--- config.mk ---
export PLATFORM = sky130hd
export DESIGN_NAME = qssrs_horner
export DESIGN_NICKNAME = d
export VERILOG_FILES = /design/src/rtl/qssrs_pkg.sv /design/src/rtl/qssrs_horner.sv
export SDC_FILE = /design/constraint.sdc
export NUM_CORES = 2
export LEC_CHECK = 0
export BUFFER_PORTS_ARGS = -buffer_cell sky130_fd_sc_hd__buf_2
export CORE_ASPECT_RATIO = 0.9
export CORE_UTILIZATION = 62
export CTS_CLUSTER_SIZE = 40
export DETAILED_ROUTE_END_ITERATION = 12
export GPL_TIMING_DRIVEN = 0
export PLACE_DENSITY = 0.79
export SLEW_MARGIN = 20
export SYNTH_ARGS = -nofsm -noshare
export SYNTH_HDL_FRONTEND = slang
export SYNTH_SLANG_ARGS = --single-unit
--- constraint.sdc ---
create_clock -name clk -period 18.8 [get_ports clk]
set_clock_uncertainty 0.2 [all_clocks]
set_input_delay 0.94 -clock clk [delete_from_list [all_inputs] [get_ports clk]]
set_output_delay 0.94 -clock clk [all_outputs]
set_load 0.02 [all_outputs]
--- src/rtl/qssrs_pkg.sv ---
package qssrs_pkg;

  localparam int POINT_W    = 40;
  localparam int STEPS_W    = 6;
  localparam int COEF_W     = 32;
  localparam int TOL_W      = 20;
  localparam int CFG_DATA_W = 32;
  localparam int CFG_ADDR_W = 5;
  localparam int CHUNK_W    = 32;
  localparam int IN_DATA_W  = 80;
  localparam int OUT_DATA_W = 48;
  localparam logic [STEPS_W-1:0] MAX_MOVES = 6'd63;

  typedef enum logic [2:0] {
    REG_CUBIC  = 3'd0,
    REG_SQUARE = 3'd1,
    REG_LINEAR = 3'd2,
    REG_CONST  = 3'd3,
    REG_TOL    = 3'd4
  } reg_idx_t;

  typedef struct packed {
    logic signed [COEF_W-1:0] cubic;
    logic signed [COEF_W-1:0] square;
    logic signed [COEF_W-1:0] linear;
    logic signed [COEF_W-1:0] const_term;
  } coef_set_t;

  typedef struct packed {
    logic done;
    logic zero;
    logic neg;
  } horner_stat_t;

endpackage

--- src/rtl/qssrs_horner.sv ---
module qssrs_horner
  import qssrs_pkg::*;
#(
  parameter int FRACTION_BITS = 24,
  parameter int SAT_W         = 40
) (
  input  logic                      clk,
  input  logic                      rst_n,
  input  logic                      start,
  input  logic signed [POINT_W-1:0] x,
  input  coef_set_t                 coefs,
  output horner_stat_t              stat
);

  localparam int MAXFS  = (FRACTION_BITS > SAT_W) ? FRACTION_BITS : SAT_W;
  localparam int NCH    = (4 * MAXFS + 35 + CHUNK_W - 1) / CHUNK_W;
  localparam int ACC_W  = NCH * CHUNK_W;
  localparam int CNT_W  = $clog2(NCH);
  localparam int PROD_W = CHUNK_W + 1 + POINT_W;
  localparam int CY_W   = PROD_W + 1 - CHUNK_W;

  typedef enum logic [3:0] {
    H_IDLE = 4'b0001,
    H_MUL  = 4'b0010,
    H_ADD  = 4'b0100,
    H_CHK  = 4'b1000
  } h_state_t;

  h_state_t              state_r, state_nxt;
  reg_idx_t              k_r, k_nxt;
  logic [CNT_W-1:0]      cnt_r, cnt_nxt;
  logic [ACC_W-1:0]      acc_r, acc_nxt;
  logic [CY_W-1:0]       cy_r, cy_nxt;

  logic                  top_chunk;
  logic signed [CHUNK_W:0]   chunk_s;
  logic signed [PROD_W-1:0]  prod;
  logic [PROD_W:0]       tsum;
  logic [ACC_W-1:0]      term;

  function automatic logic [ACC_W-1:0] widen(input logic [COEF_W-1:0] c);
    return {{(ACC_W-COEF_W){c[COEF_W-1]}}, c};
  endfunction

  assign top_chunk = (cnt_r == CNT_W'(NCH - 1));
  assign chunk_s   = {top_chunk & acc_r[CHUNK_W-1], acc_r[CHUNK_W-1:0]};
  assign prod      = chunk_s * x;
  assign tsum      = {prod[PROD_W-1], prod}
                   + {{(PROD_W + 1 - CY_W){cy_r[CY_W-1]}}, cy_r};

  always_comb begin
    case (k_r)
      REG_SQUARE: term = widen(coefs.square) << (2 * FRACTION_BITS);
      REG_LINEAR: term = widen(coefs.linear) << (3 * FRACTION_BITS);
      REG_CONST:  term = widen(coefs.const_term) << (4 * FRACTION_BITS);
      default:    term = '0;
    endcase
  end

  always_comb begin
    state_nxt = state_r;
    k_nxt     = k_r;
    cnt_nxt   = cnt_r;
    acc_nxt   = acc_r;
    cy_nxt    = cy_r;
    case (state_r)
      H_IDLE: begin
        if (start) begin
          acc_nxt   = {{(ACC_W-POINT_W){x[POINT_W-1]}}, x}
                    + (widen(coefs.cubic) << FRACTION_BITS);
          k_nxt     = REG_SQUARE;
          cnt_nxt   = '0;
          cy_nxt    = '0;
          state_nxt = H_MUL;
        end
      end
      H_MUL: begin
        acc_nxt = {tsum[CHUNK_W-1:0], acc_r[ACC_W-1:CHUNK_W]};
        cy_nxt  = tsum[PROD_W:CHUNK_W];
        if (top_chunk) begin
          cnt_nxt   = '0;
          state_nxt = H_ADD;
        end else begin
          cnt_nxt = cnt_r + 1'b1;
        end
      end
      H_ADD: begin
        acc_nxt = acc_r + term;
        cy_nxt  = '0;
        case (k_r)
          REG_SQUARE: begin
            k_nxt     = REG_LINEAR;
            state_nxt = H_MUL;
          end
          REG_LINEAR: begin
            k_nxt     = REG_CONST;
            state_nxt = H_MUL;
          end
          default: state_nxt = H_CHK;
        endcase
      end
      H_CHK:   state_nxt = H_IDLE;
      default: state_nxt = H_IDLE;
    endcase
  end

  always_ff @(posedge clk) begin
    if (!rst_n) begin
      state_r <= H_IDLE;
      k_r     <= REG_SQUARE;
      cnt_r   <= '0;
    end else begin
      state_r <= state_nxt;
      k_r     <= k_nxt;
      cnt_r   <= cnt_nxt;
    end
  end

  always_ff @(posedge clk) begin
    acc_r <= acc_nxt;
    cy_r  <= cy_nxt;
  end

  assign stat.done = (state_r == H_CHK);
  assign stat.zero = (acc_r == '0);
  assign stat.neg  = acc_r[ACC_W-1];

endmodule

==> run_summary.xml <==
<?xml version="1.0" encoding="UTF-8"?>
<metrics>
  <group name="grt">
    <metric name="global_router_s_overall_resource_usage" unit="%">53.10</metric>
    <metric name="global_route_wire_length_before_repair" unit="um">448300</metric>
    <metric name="grt_antenna_before_repair" unit="">39</metric>
    <metric name="overflow" unit="">0</metric>
    <metric name="gr-max-usage-layer" unit="">met1</metric>
    <metric name="grt_pass1_vias" unit="">65008</metric>
    <metric name="grt_start_max_net_pins" unit="">51</metric>
    <metric name="gr-usage-met2" unit="%">66.58</metric>
    <metric name="grt.met1_usage" unit="%">71.43</metric>
    <metric name="use_met3" unit="%">32.25</metric>
  </group>
  <group name="place">
    <metric name="postPlaceCellArea" unit="um2">76860</metric>
    <metric name="place.port_buffers" unit="">173</metric>
    <metric name="hpwl" unit="um">264600</metric>
    <metric name="place_congestion" unit="">1.144</metric>
  </group>
  <group name="min_path">
    <metric name="worstHoldPathType" unit="">input pin to flip-flop</metric>
  </group>
  <group name="setup_path">
    <metric name="critical-path-slowest-cell" unit="">sky130_fd_sc_hd__clkbuf_1</metric>
    <metric name="setup.worst_path.class" unit="">flip-flop to flip-flop</metric>
    <metric name="critPathMostFrequentCell" unit="">sky130_fd_sc_hd__fa_1</metric>
    <metric name="cp-start-kind" unit="">flip-flop</metric>
    <metric name="worstSetupEndpointType" unit="">flip-flop</metric>
    <metric name="worst_ep_arrival_time" unit="ns">11.41</metric>
    <metric name="critical-path-max-stage-delay" unit="ns">0.96</metric>
    <metric name="worstPathRequired" unit="ns">19.01</metric>
    <metric name="worstPathMaxFanout" unit="">10</metric>
  </group>
  <group name="timing">
    <metric name="period_minus_slack" unit="ns">11.20</metric>
    <metric name="setup_repair_after_global_routing_missed_its_margin" unit="">no</metric>
    <metric name="relSlewSlack" unit="%">8.176</metric>
    <metric name="tightest_slew" unit="ns">1.377</metric>
    <metric name="maxClockFrequency" unit="MHz">89.27</metric>
    <metric name="hold_violations" unit="">0</metric>
    <metric name="layout_worst_path_cycle_share" unit="%">59.58</metric>
    <metric name="setup_viol" unit="">0</metric>
    <metric name="timing.final.max_slew_violations" unit="">0</metric>
  </group>
  <group name="clocking">
    <metric name="clockRootBuffer" unit="">sky130_fd_sc_hd__clkbuf_16</metric>
    <metric name="numCtsBuffers" unit="">31</metric>
    <metric name="clkSlewWorstSetupHoldPaths" unit="ns">0.07</metric>
    <metric name="numClockSinks" unit="">275</metric>
    <metric name="cts_hold_repair.buffers" unit="">0</metric>
    <metric name="cts.repair.resized" unit="">0</metric>
    <metric name="max_h_tree_level" unit="">1</metric>
    <metric name="worstSkewPairLatency" unit="ns">0.68</metric>
    <metric name="postCtsSetupRepairBufs" unit="">0</metric>
    <metric name="cts-root-to-sink-buffers" unit="">3</metric>
    <metric name="cts_tree" unit="">done</metric>
  </group>
  <group name="floorplanning">
    <metric name="die_width" unit="um">364.8</metric>
    <metric name="ios" unit="">174</metric>
    <metric name="floorplan.die_area" unit="um2">119900</metric>
    <metric name="placement_rows" unit="">119</metric>
    <metric name="die_height" unit="um">328.5</metric>
    <metric name="initial_utilization" unit="%">62.69</metric>
    <metric name="coreArea" unit="um2">117200</metric>
  </group>
  <group name="drt">
    <metric name="drt_iter0_markers" unit="">11421</metric>
    <metric name="route.detailed.drc" unit="">0</metric>
    <metric name="antenna_left" unit="">0</metric>
    <metric name="vias" unit="">67679</metric>
    <metric name="via_density_per_instance" unit="">6.626</metric>
    <metric name="routed_wirelength" unit="um">316100</metric>
    <metric name="avgRoutedWirePerCell" unit="um">30.95</metric>
    <metric name="detailedRoute.firstPassIterationCount" unit="">10</metric>
  </group>
  <group name="synth">
    <metric name="synth_flop_cell" unit="">sky130_fd_sc_hd__edfxtp_1</metric>
    <metric name="synth_area_per_cell" unit="um2">8.799</metric>
    <metric name="synth_seq_area_share" unit="%">11.12</metric>
    <metric name="synthesis.yosys.warnings" unit="">0</metric>
    <metric name="synth_edf_count" unit="">266</metric>
    <metric name="netlist_instances" unit="">8348</metric>
    <metric name="cell_variety_after_synth" unit="">97</metric>
    <metric name="ys_async_sr_fraction" unit="%">0</metric>
    <metric name="synth_area" unit="um2">73450</metric>
    <metric name="register_bit_total_from_synthesis" unit="">275</metric>
    <metric name="postSynthNetCount" unit="">10391</metric>
  </group>
  <group name="cells_and_area">
    <metric name="layout.cells.most_common" unit="">sky130_fd_sc_hd__inv_1</metric>
    <metric name="filler_cell_count" unit="">9783</metric>
    <metric name="synthToLayoutAreaGrowth" unit="%">6.325</metric>
    <metric name="layout.nets" unit="">10620</metric>
    <metric name="most-common-layout-cells" unit="">1471 x sky130_fd_sc_hd__inv_1, 1443 x sky130_fd_sc_hd__fa_1, 1266 x sky130_fd_sc_hd__nand2_1</metric>
    <metric name="design_area" unit="um2">78100</metric>
    <metric name="drive_gt1_share" unit="%">4.349</metric>
  </group>
  <group name="run">
    <metric name="cap_violations" unit="">0</metric>
  </group>
  <group name="outcome">
    <metric name="status" unit="">completed</metric>
  </group>
</metrics>
## cells in the mapped netlist, types with 45 or more instances
library cell	instances	area [um2]
sky130_fd_sc_hd__o21a_1	45	337.8
sky130_fd_sc_hd__edfxtp_1	266	7988
sky130_fd_sc_hd__nand3_1	56	280.3
sky130_fd_sc_hd__clkbuf_1	484	1817
sky130_fd_sc_hd__xnor2_1	163	1428
sky130_fd_sc_hd__a21o_1	178	1336
sky130_fd_sc_hd__ha_1	428	5355
sky130_fd_sc_hd__nand2_1	1267	4756
sky130_fd_sc_hd__nor2_1	279	1047
sky130_fd_sc_hd__xor2_1	100	875.8
sky130_fd_sc_hd__o21bai_1	77	578.1
sky130_fd_sc_hd__a21oi_1	506	2532
sky130_fd_sc_hd__and2_1	408	2552
sky130_fd_sc_hd__nor4_1	85	531.8
sky130_fd_sc_hd__fa_1	1444	28910
sky130_fd_sc_hd__nand4_1	144	900.9
sky130_fd_sc_hd__inv_1	1472	5525
sky130_fd_sc_hd__a221o_1	91	910.9
sky130_fd_sc_hd__o21ai_0	288	1441
sky130_fd_sc_hd__nor3_1	65	325.3
## area by class of cell
type | count | area (um2) | share of cell area, %
sequential | 275 | 8168 | 10.46
multi-input combinational | 6081 | 57830 | 74.05
buffer | 520 | 2037 | 2.608
inverter | 1472 | 5525 | 7.075
tap | 1573 | 1968 | 2.520
clock buffer | 34 | 787.0 | 1.008
antenna | 41 | 102.6 | 0.1314
clock inverter | 22 | 296.5 | 0.3797
timing repair buffer | 196 | 1383 | 1.770
## routing by layer
layer,up-vias,routed length [um],share of wire [%]
li1,27214,-,-
met5,-,451,0.14
met2,5886,116700,37
met3,1221,64510,20
met1,33318,114500,36
met4,40,19900,6.3
## critical path: cells and delay by family (launching register included)
| family | cells | cell delay [ns] |
|---|---|---|
| simple gates | 6 | 1.65 |
| compound gates | 6 | 1.82 |
| fa+ha+maj | 9 | 4.42 |
| buf+inv | 6 | 2.25 |
| xor+xnor | 1 | 0.28 |
| flops | 1 | 0.32 |
## per-stage QoR
stage	setup TNS [ns]	utilization (%)	setup WS, ns	std cells	hold slack, ns
CTS	0	66.52	8.088	10171	0.2832
global placement	-336.69	65.10	-1.555	10094	0.3362
global route	0	66.58	7.585	10183	0.3079
floorplan	0	-	6.045	8348	0.3173
finish	0	66.65	7.599	10214	0.2813
detailed placement	0	65.59	7.462	10115	0.3585
## cells by family after synthesis
| family | synth area share [%] |
|---|---|
| flip-flops | 11.12 |
| buffers and inverters | 10.23 |
| AND/OR/NAND/NOR | 15.46 |
| XOR/XNOR | 3.136 |
| multiplexers | 0.08517 |
| AO/OA/AOI/OAI | 13.32 |
| adder cells (fa/ha/maj) | 46.65 |
## worst paths after layout
path                   end  slack (ns)  depth (start not counted)     start
setup / recovery  cy_r[40]        7.60                         28  acc_r[9]
hold / removal      k_r[0]        0.28                          2     rst_n
setup reg to reg  cy_r[40]        7.60                         28  acc_r[9]
hold reg to reg   cnt_r[1]        0.37                          2  cnt_r[1]
## flip-flops by register name, summed over array words and instances (netlist names)
signal and flops:
state_r 4, cy_r 42, acc_r 224, k_r 2
cnt_r 3
Power is left out: the tool's default activity adds up to more than one toggle a clock period on the data nets, which glitch-free logic cannot reach.
